File: src/sv/mtsq_pkg.sv
// Package for the MIDI transport step quantizer.
// Holds the shared sizes, MIDI byte codes, enums and structs.
// No dependencies; every other file of the block imports it.
package mtsq_pkg;

   // Longest step cycle that the step counter supports.
   localparam int MAX_STEPS = 64;
   // Width of the step index.
   localparam int STEP_W = $clog2(MAX_STEPS);
   // Width that holds the cycle length itself.
   localparam int LEN_W = $clog2(MAX_STEPS + 1);
   // Width of the steps_per_cycle register.
   localparam int SPC_W = 7;
   // Common width for the cycle-length compare.
   localparam int CMP_W = (LEN_W > SPC_W) ? LEN_W : SPC_W;

   // MIDI realtime bytes.
   localparam logic [7:0] MIDI_CLOCK    = 8'hF8;
   localparam logic [7:0] MIDI_START    = 8'hFA;
   localparam logic [7:0] MIDI_CONTINUE = 8'hFB;
   localparam logic [7:0] MIDI_STOP     = 8'hFC;

   // Reset values of the configuration registers.
   localparam logic [7:0]       TPS_RESET  = 8'd6;
   localparam logic [SPC_W-1:0] SPC_RESET  = 7'd16;
   localparam logic [1:0]       HOLD_RESET = 2'd0;
   localparam logic             PASS_RESET = 1'b1;

   // Hold modes.
   localparam logic [1:0] HOLD_NONE       = 2'd0;
   localparam logic [1:0] HOLD_START_STOP = 2'd2;

   // Transport states.
   typedef enum logic [1:0] {
      ST_STOPPED    = 2'd0,
      ST_PEND_START = 2'd1,
      ST_STARTED    = 2'd2,
      ST_PEND_STOP  = 2'd3
   } transport_type;

   // Request functions.
   typedef enum logic [2:0] {
      FN_BUTTON   = 3'd0,
      FN_TICK     = 3'd1,
      FN_START    = 3'd2,
      FN_CONTINUE = 3'd3,
      FN_STOP     = 3'd4,
      FN_OTHER    = 3'd5
   } func_type;

   // Configuration register indexes.
   typedef enum logic [1:0] {
      CSR_TICKS_PER_STEP  = 2'd0,
      CSR_STEPS_PER_CYCLE = 2'd1,
      CSR_HOLD_MODE       = 2'd2,
      CSR_PASS_THROUGH    = 2'd3
   } csr_index_type;

   // Configuration seen by the datapath.
   typedef struct packed {
      logic [7:0]       ticks_per_step;
      logic [SPC_W-1:0] steps_per_cycle;
      logic [1:0]       hold_sel;
      logic             pass_through;
   } cfg_type;

   // Everything one request produces: up to two bytes plus the status after it.
   typedef struct packed {
      logic              first_valid;
      logic [7:0]        first_byte;
      logic              step_pulse;
      logic              cycle_pulse;
      logic              extra_valid;
      logic [7:0]        extra_byte;
      logic [1:0]        transport;
      logic [STEP_W-1:0] step_index;
      logic              first_half;
   } rec_type;

endpackage

File: src/sv/midi_transport_step_quantizer_top.sv
// MIDI transport step quantizer: per hold mode, holds start/stop until a step cycle ends.
// A request waits in the input register, then in the result queue, whose head drives
// the result port. Throughput: one request per cycle while the queue has room; a tick
// that also releases a held start or stop gives two results, one after the other.
// Reset clears the transport, counters and result queue and restores the
// configuration registers to their defaults. Depends on mtsq_pkg and submodules.
module midi_transport_step_quantizer_top import mtsq_pkg::*; (
   input  logic              clock,
   input  logic              reset,
   input  logic              csr_valid,
   output logic              csr_ready,
   input  logic [1:0]        csr_index,
   input  logic [7:0]        csr_wdata,
   input  logic              req_valid,
   output logic              req_stall,
   input  logic [2:0]        req_func,
   input  logic [7:0]        req_data_byte,
   output logic              rsp_valid,
   input  logic              rsp_stall,
   output logic              rsp_byte_valid,
   output logic [7:0]        rsp_out_byte,
   output logic              rsp_step_pulse,
   output logic              rsp_cycle_pulse,
   output logic [1:0]        rsp_transport_state,
   output logic [STEP_W-1:0] rsp_step_index,
   output logic              rsp_half_step,
   output logic              rsp_last
);

   cfg_type cfg;
   logic    queue_full;
   logic    push;
   rec_type push_rec;

   // Configuration registers.
   mtsq_csr u_csr (
      .clock     (clock),
      .reset     (reset),
      .csr_valid (csr_valid),
      .csr_ready (csr_ready),
      .csr_index (csr_index),
      .csr_wdata (csr_wdata),
      .cfg       (cfg)
   );

   // Transport state machine and counters.
   mtsq_core u_core (
      .clock         (clock),
      .reset         (reset),
      .cfg           (cfg),
      .req_valid     (req_valid),
      .req_stall     (req_stall),
      .req_func      (req_func),
      .req_data_byte (req_data_byte),
      .queue_full    (queue_full),
      .push          (push),
      .push_rec      (push_rec)
   );

   // Result queue and output sequencing.
   mtsq_out_queue u_out_queue (
      .clock               (clock),
      .reset               (reset),
      .push                (push),
      .push_rec            (push_rec),
      .queue_full          (queue_full),
      .rsp_valid           (rsp_valid),
      .rsp_stall           (rsp_stall),
      .rsp_byte_valid      (rsp_byte_valid),
      .rsp_out_byte        (rsp_out_byte),
      .rsp_step_pulse      (rsp_step_pulse),
      .rsp_cycle_pulse     (rsp_cycle_pulse),
      .rsp_transport_state (rsp_transport_state),
      .rsp_step_index      (rsp_step_index),
      .rsp_half_step       (rsp_half_step),
      .rsp_last            (rsp_last)
   );

endmodule

File: src/sv/mtsq_csr.sv
// Configuration registers of the MIDI transport step quantizer.
// Depends on mtsq_pkg for the register indexes, reset values and cfg_type.
module mtsq_csr import mtsq_pkg::*; (
   input  logic          clock,
   input  logic          reset,
   input  logic          csr_valid,
   output logic          csr_ready,
   input  logic [1:0]    csr_index,
   input  logic [7:0]    csr_wdata,
   output cfg_type       cfg
);

   cfg_type cfg_ff;
   cfg_type cfg_in;
   logic    write_en;

   // The register file is always ready for a write transaction.
   assign csr_ready = 1'b1;
   assign write_en  = csr_valid & csr_ready;

   // Decode the write into the register file.
   always_comb begin
      cfg_in = cfg_ff;
      if (write_en) begin
         case (csr_index_type'(csr_index))
            CSR_TICKS_PER_STEP:  cfg_in.ticks_per_step  = csr_wdata;
            CSR_STEPS_PER_CYCLE: cfg_in.steps_per_cycle = csr_wdata[SPC_W-1:0];
            CSR_HOLD_MODE:       cfg_in.hold_sel        = csr_wdata[1:0];
            CSR_PASS_THROUGH:    cfg_in.pass_through    = csr_wdata[0];
            default:             cfg_in = cfg_ff;
         endcase
      end
   end

   // Register file with its reset values.
   always_ff @(posedge clock) begin
      if (reset) begin
         cfg_ff.ticks_per_step  <= TPS_RESET;
         cfg_ff.steps_per_cycle <= SPC_RESET;
         cfg_ff.hold_sel        <= HOLD_RESET;
         cfg_ff.pass_through    <= PASS_RESET;
      end else begin
         cfg_ff <= cfg_in;
      end
   end

   assign cfg = cfg_ff;

endmodule

File: src/sv/mtsq_core.sv
// Input register, transport state and counters of the step quantizer.
// Depends on mtsq_pkg; produces one rec_type per request for the result queue.
module mtsq_core import mtsq_pkg::*; (
   input  logic     clock,
   input  logic     reset,
   input  cfg_type  cfg,
   input  logic     req_valid,
   output logic     req_stall,
   input  logic [2:0] req_func,
   input  logic [7:0] req_data_byte,
   input  logic     queue_full,
   output logic     push,
   output rec_type  push_rec
);

   // Input register.
   logic       in_valid_ff, in_valid_in;
   logic [2:0] in_func_ff;
   logic [7:0] in_byte_ff;

   // Transport state and counters.
   transport_type     transport_ff, transport_in;
   logic [7:0]        tick_ff, tick_in;
   logic [STEP_W-1:0] step_ff, step_in;
   logic              half_ff, half_in;
   logic              toggle_ff, toggle_in;

   logic              req_accept;
   logic [7:0]        tick_plus;
   logic              step_done;
   logic [CMP_W-1:0]  step_plus;
   logic [CMP_W-1:0]  spc_ext;
   logic [CMP_W-1:0]  cycle_len;
   logic              cycle_done;
   logic [7:0]        tick_next;
   logic              step_nonzero;

   // The held transaction moves on whenever the result queue has room.
   assign push       = in_valid_ff & ~queue_full;
   assign req_stall  = in_valid_ff & queue_full;
   assign req_accept = req_valid & ~req_stall;

   always_comb begin
      in_valid_in = in_valid_ff;
      if (req_accept) begin
         in_valid_in = 1'b1;
      end else if (push) begin
         in_valid_in = 1'b0;
      end
   end

   // Tick prescaler and step counter arithmetic.
   assign tick_plus    = tick_ff + 8'd1;
   assign step_done    = (tick_plus >= cfg.ticks_per_step);
   assign tick_next    = step_done ? 8'd0 : tick_plus;
   assign step_plus    = CMP_W'(step_ff) + CMP_W'(1);
   assign spc_ext      = CMP_W'(cfg.steps_per_cycle);
   assign cycle_len    = (spc_ext > CMP_W'(MAX_STEPS)) ? CMP_W'(MAX_STEPS) : spc_ext;
   assign cycle_done   = step_done & (step_plus >= cycle_len);
   assign step_nonzero = (step_ff != '0);

   // Next state and result record of the held request.
   always_comb begin
      transport_in = transport_ff;
      tick_in      = tick_ff;
      step_in      = step_ff;
      half_in      = half_ff;
      toggle_in    = toggle_ff;
      push_rec     = '0;

      case (func_type'(in_func_ff))
         FN_BUTTON: begin
            case (transport_ff)
               ST_STARTED: begin
                  if (cfg.hold_sel == HOLD_START_STOP && step_nonzero) begin
                     transport_in = ST_PEND_STOP;
                  end else begin
                     push_rec.first_valid = 1'b1;
                     push_rec.first_byte  = MIDI_STOP;
                     transport_in         = ST_STOPPED;
                  end
               end
               ST_STOPPED: begin
                  if (cfg.hold_sel != HOLD_NONE && step_nonzero) begin
                     transport_in = ST_PEND_START;
                  end else begin
                     push_rec.first_valid = 1'b1;
                     push_rec.first_byte  = MIDI_START;
                     transport_in         = ST_STARTED;
                     tick_in              = 8'd0;
                     step_in              = '0;
                  end
               end
               ST_PEND_START: transport_in = ST_STOPPED;
               default:       transport_in = ST_STARTED;
            endcase
         end
         FN_TICK: begin
            push_rec.first_valid = 1'b1;
            push_rec.first_byte  = MIDI_CLOCK;
            push_rec.step_pulse  = step_done;
            push_rec.cycle_pulse = cycle_done;
            tick_in              = tick_next;
            if (cycle_done) begin
               step_in = '0;
               if (transport_ff == ST_PEND_START) begin
                  push_rec.extra_valid = 1'b1;
                  push_rec.extra_byte  = MIDI_START;
                  transport_in         = ST_STARTED;
               end else if (transport_ff == ST_PEND_STOP) begin
                  push_rec.extra_valid = 1'b1;
                  push_rec.extra_byte  = MIDI_STOP;
                  transport_in         = ST_STOPPED;
               end
            end else if (step_done) begin
               step_in = step_plus[STEP_W-1:0];
            end
            // Short steps toggle the flag; longer ones compare against half a step.
            if (cfg.ticks_per_step < 8'd4) begin
               toggle_in = ~toggle_ff;
               half_in   = ~toggle_ff;
            end else begin
               half_in = (tick_next < (cfg.ticks_per_step >> 1));
            end
         end
         FN_START: begin
            push_rec.first_valid = 1'b1;
            push_rec.first_byte  = MIDI_START;
            tick_in              = 8'd0;
            step_in              = '0;
            transport_in         = ST_STARTED;
         end
         FN_CONTINUE: begin
            push_rec.first_valid = 1'b1;
            push_rec.first_byte  = MIDI_CONTINUE;
            transport_in         = ST_STARTED;
         end
         FN_STOP: begin
            push_rec.first_valid = 1'b1;
            push_rec.first_byte  = MIDI_STOP;
            tick_in              = 8'd0;
            step_in              = '0;
            transport_in         = ST_STOPPED;
         end
         FN_OTHER: begin
            if (cfg.pass_through) begin
               push_rec.first_valid = 1'b1;
               push_rec.first_byte  = in_byte_ff;
            end
         end
         default: begin
            push_rec.first_valid = 1'b0;
         end
      endcase

      push_rec.transport  = transport_in;
      push_rec.step_index = step_in;
      push_rec.first_half = half_in;
   end

   // Input register: control is reset, payload is not.
   always_ff @(posedge clock) begin
      if (reset) begin
         in_valid_ff <= 1'b0;
      end else begin
         in_valid_ff <= in_valid_in;
      end
   end

   always_ff @(posedge clock) begin
      if (req_accept) begin
         in_func_ff <= req_func;
         in_byte_ff <= req_data_byte;
      end
   end

   // Transport state and counters update when the request leaves for the queue.
   always_ff @(posedge clock) begin
      if (reset) begin
         transport_ff <= ST_STOPPED;
         tick_ff      <= 8'd0;
         step_ff      <= '0;
         half_ff      <= 1'b0;
         toggle_ff    <= 1'b0;
      end else if (push) begin
         transport_ff <= transport_in;
         tick_ff      <= tick_in;
         step_ff      <= step_in;
         half_ff      <= half_in;
         toggle_ff    <= toggle_in;
      end
   end

endmodule

File: src/sv/mtsq_out_queue.sv
// Two-entry result queue of the step quantizer; splits a record into its results.
// Depends on mtsq_pkg for rec_type and STEP_W.
module mtsq_out_queue import mtsq_pkg::*; (
   input  logic              clock,
   input  logic              reset,
   input  logic              push,
   input  rec_type           push_rec,
   output logic              queue_full,
   output logic              rsp_valid,
   input  logic              rsp_stall,
   output logic              rsp_byte_valid,
   output logic [7:0]        rsp_out_byte,
   output logic              rsp_step_pulse,
   output logic              rsp_cycle_pulse,
   output logic [1:0]        rsp_transport_state,
   output logic [STEP_W-1:0] rsp_step_index,
   output logic              rsp_half_step,
   output logic              rsp_last
);

   rec_type    q_ff [2];
   logic       wr_ptr_ff, wr_ptr_in;
   logic       rd_ptr_ff, rd_ptr_in;
   logic [1:0] count_ff, count_in;
   logic       second_ff, second_in;
   rec_type    head;
   logic       rsp_accept;
   logic       pop;

   assign queue_full = (count_ff == 2'd2);
   assign rsp_valid  = (count_ff != 2'd0);
   assign head       = q_ff[rd_ptr_ff];
   assign rsp_accept = rsp_valid & ~rsp_stall;

   // A record with an extra byte takes two result transactions.
   assign pop = rsp_accept & (second_ff | ~head.extra_valid);

   always_comb begin
      rsp_transport_state = head.transport;
      rsp_step_index      = head.step_index;
      rsp_half_step       = head.first_half;
      if (second_ff) begin
         rsp_byte_valid  = 1'b1;
         rsp_out_byte    = head.extra_byte;
         rsp_step_pulse  = 1'b0;
         rsp_cycle_pulse = 1'b0;
         rsp_last        = 1'b1;
      end else begin
         rsp_byte_valid  = head.first_valid;
         rsp_out_byte    = head.first_byte;
         rsp_step_pulse  = head.step_pulse;
         rsp_cycle_pulse = head.cycle_pulse;
         rsp_last        = ~head.extra_valid;
      end
   end

   // Pointer, count and phase bookkeeping.
   always_comb begin
      wr_ptr_in = push ? ~wr_ptr_ff : wr_ptr_ff;
      rd_ptr_in = pop ? ~rd_ptr_ff : rd_ptr_ff;
      count_in  = count_ff + 2'(push) - 2'(pop);
      second_in = second_ff;
      if (pop) begin
         second_in = 1'b0;
      end else if (rsp_accept) begin
         second_in = 1'b1;
      end
   end

   always_ff @(posedge clock) begin
      if (reset) begin
         wr_ptr_ff <= 1'b0;
         rd_ptr_ff <= 1'b0;
         count_ff  <= 2'd0;
         second_ff <= 1'b0;
      end else begin
         wr_ptr_ff <= wr_ptr_in;
         rd_ptr_ff <= rd_ptr_in;
         count_ff  <= count_in;
         second_ff <= second_in;
      end
   end

   // Queue storage needs no reset.
   always_ff @(posedge clock) begin
      if (push) begin
         q_ff[wr_ptr_ff] <= push_rec;
      end
   end

endmodule
File: config.mk
export PLATFORM = sky130hd
export DESIGN_NAME = midi_transport_step_quantizer_top
export DESIGN_NICKNAME = d
export VERILOG_FILES = /design/src/sv/mtsq_pkg.sv /design/src/sv/midi_transport_step_quantizer_top.sv /design/src/sv/mtsq_csr.sv /design/src/sv/mtsq_core.sv /design/src/sv/mtsq_out_queue.sv
export SDC_FILE = /design/constraint.sdc
export NUM_CORES = 1
export LEC_CHECK = 0
export BUFFER_PORTS_ARGS = -buffer_cell sky130_fd_sc_hd__buf_4
export CAP_MARGIN = 20
export CORE_ASPECT_RATIO = 1.25
export CORE_MARGIN = 1
export CORE_UTILIZATION = 30
export CTS_CLUSTER_DIAMETER = 80
export DETAILED_ROUTE_END_ITERATION = 6
export GPL_ROUTABILITY_DRIVEN = 0
export GPL_TIMING_DRIVEN = 0
export PLACE_DENSITY_LB_ADDON = 0.08
export SYNTH_ARGS = -nofsm -noshare
export SYNTH_HDL_FRONTEND = slang
export SYNTH_SLANG_ARGS = --single-unit
File: constraint.sdc
create_clock -name clock -period 7.2 [get_ports clock]
set_input_delay 1.44 -clock clock [delete_from_list [all_inputs] [get_ports clock]]
set_output_delay 1.44 -clock clock [all_outputs]
set_load 0.02 [all_outputs]
==> impl_metrics.toml <==
[clock_tree]
htree_levels = 3
post_cts_buffers = 0
path_clk_slew_ns = 0.07
ctsResizeCount = 0
cts.sinks = 100
cts_tree = "done"
cts-root-buf = "clkbuf_16"
cts.path.max_buffers = 2
cts_inserted_buffers = 9
clkLatencyLatePin_ns = 0.34
cts_hold_buf = 0

[floorplan]
die_area_um2 = 17700
fp.dieW_um = 119
rows = 53
start_util_pct = 30.6
die_h_um = 149
io_pins = 50
core_area_um2 = 16800

[timing]
finalSetupTns_ns = 0
setup_viol = 0
hold_viol_final = 0
final.min_clock_period_ns = 4.16
setup_ws_ns = 3.04
relSlewSlack_pct = 32.1
finalCritPeriodShare_pct = 57.8
rsz0062_at_grt = "false"
tightest_slew_ns = 1.02
hold-worst-slack_ns = 0.470
skew_ns = 0.0121
fmax_mhz = 240
maxSlewViolCount = 0

[synth]
synth_cell_types = 62
synth_nets = 555
ys.flop_type = "edfxtp_1"
syn-instance-count = 497
ys_top_cells_by_area = "edfxtp_1 (33%), dfxtp_1 (17%), ha_1 (7.8%), nor2_1 (4.2%), mux2i_1 (4.1%)"
yosysTopAreaCellShare_pct = 33.2
synth.cell_area_um2 = 5160
synth_edf_count = 57
syn_area_per_cell_um2 = 10.4
synth.largest_area_cell = "edfxtp_1"
ys_ff_latch = 100
ys_seq_area_share_pct = 49.8
async_flop_share_pct = 0
synth_warnings = 0

[routing]
wl_um = 13300
drc = 0
first_pass_iters = 4
viasPerCell = 4.86
drtIter0Drc = 173
vias = 3798
ant_nets = 0
wire_per_inst_um = 17.0

[placement]
hpwl_um = 10100
dp_cells = 766
io_buffers = 47
dpl_cell_area_um2 = 5840
pre_cts_slack_ns = 2.99

[critical_path]
slowest_stage = "dfxtp_1"
worst_ep_arrival_time_ns = 4.23
crit_path_end_kind = "flip-flop"
path_common_cell = "ha_1"
slowest_delay_ns = 0.49
crit_chain = "ha_1 -> nand3_1 -> nor2_1 -> xor2_1 -> ha_1 -> nand3_1 -> and2_1 -> clkbuf_1 -> and3_1 -> ha_1 -> a211oi_1 -> nand2_1 -> or2_1 -> a311oi_1"
path_max_fanout = 10
required_ns = 7.26
critPathKind = "reg -> reg"
cp-start-kind = "flip-flop"

[finish]
area_delta_synth_final_pct = 19.2
fill_cells = 1732
finalNetCount = 615
final_area_um2 = 6150
final_util_pct = 36.5
final_cell_mix = "nor2_1 (57), edfxtp_1 (57), buf_4 (49)"
drive_gt1_share_pct = 17.3
final_cells = 782
diodes = 0

[global_route]
grt_pass1_vias = 3777
antenna_found_initial = 0
grt_pass1_wl_um = 20800
grt_max_degree = 19
globalRoute.totalOverflow = 0
grt.total_usage_pct = 15.7

[pwr]
powerDensity_nw_per_um2 = 243
p_leak_nw = 2.45
irDropWorstVdd_v = 0.000139
power.total_mw = 1.49

[run]
max-cap-violations = 0

[run_status]
outcome = "finished clean"

[worst_hold_path]
min_path_type = "reg -> reg"
-- routing by layer --
layer	routed length (um)	vias to the layer above	GRT usage, %
met5	0	-	0
met4	370	0	6.75
met3	397	20	2.91
met2	6650	69	27.3
met1	5850	1785	18.8
li1	-	1924	-
-- cell usage after synthesis, types with 7 or more instances --
cell type	count
o21ai_1	9
a21o_1	7
edfxtp_1	57
a211oi_1	7
ha_1	32
inv_1	27
nor2b_1	8
nor2_1	58
clkbuf_1	8
nand2_1	31
xnor2_1	9
mux2_2	9
o21ai_0	11
and3_1	14
nor3_1	14
nand3_1	13
a21oi_1	24
dfxtp_1	43
mux2i_1	21
-- layout make-up --
type	instances	area [um^2]	share of cell area, %
plain buffers	18	82.6	1.34
clock buffers	10	229	3.72
clock inverters	6	88.8	1.44
inverters	29	109	1.77
multi-input cells	350	2400	39.0
flip-flops and latches	100	2570	41.8
well taps	220	275	4.47
repair buffers	49	395	6.43
-- critical path, delay by kind of cell (launching register included) --
kind                     cells  cell delay [ns]
AO/OA/AOI/OAI                2             0.70
XOR/XNOR                     1             0.29
adder cells (fa/ha/maj)      3             0.81
buffers and inverters        1             0.35
flip-flops                   1             0.49
AND/OR/NAND/NOR              7             1.24
-- path summary, 6_finish.rpt --
kind | slack, ns | startpoint | end | depth (start not counted)
min reg2reg | 0.47 | u_csr.cfg[7] | u_csr.cfg[7] | 1
max reg2reg | 3.04 | u_core.tick_ff[0] | u_out_queue.q_ff[0][0] | 14
min | 0.47 | u_csr.cfg[7] | u_csr.cfg[7] | 1
max | 3.04 | u_core.tick_ff[0] | u_out_queue.q_ff[0][0] | 14
-- sequential cells by signal (all words and copies together) (netlist names), named ones only --
name,cells
u_out_queue.rd_ptr_ff,1
u_core.in_byte_ff,8
u_csr.cfg,18
u_core.transport_ff,2
u_out_queue.second_ff,1
u_core.step_ff,6
u_core.in_valid_ff,1
u_core.in_func_ff,3
u_out_queue.count_ff,2
u_out_queue.q_ff,46
u_core.toggle_ff,1
u_core.half_ff,1
u_core.tick_ff,8
u_out_queue.wr_ptr_ff,1
-- kinds of logic after synthesis --
| group | Yosys count | share of synthesized area, % |
|---|---|---|
| AND/OR/NAND/NOR | 173 | 16.4 |
| flip-flops | 100 | 49.8 |
| AO/OA/AOI/OAI | 98 | 13.0 |
| buffers and inverters | 47 | 3.71 |
| adder cells (fa/ha/maj) | 32 | 7.76 |
| multiplexers | 32 | 6.91 |
| XOR/XNOR | 14 | 2.38 |
| other | 1 | 0.0726 |
-- power breakdown --
group | internal (mW) | switching [mW] | leakage, nW
clock | 0.306 | 0.216 | 0.156
combinational | 0.127 | 0.180 | 1.41
sequential | 0.646 | 0.0200 | 0.883
total | 1.08 | 0.415 | 2.45
No activity file was read; power rests on OpenSTA's default activity.
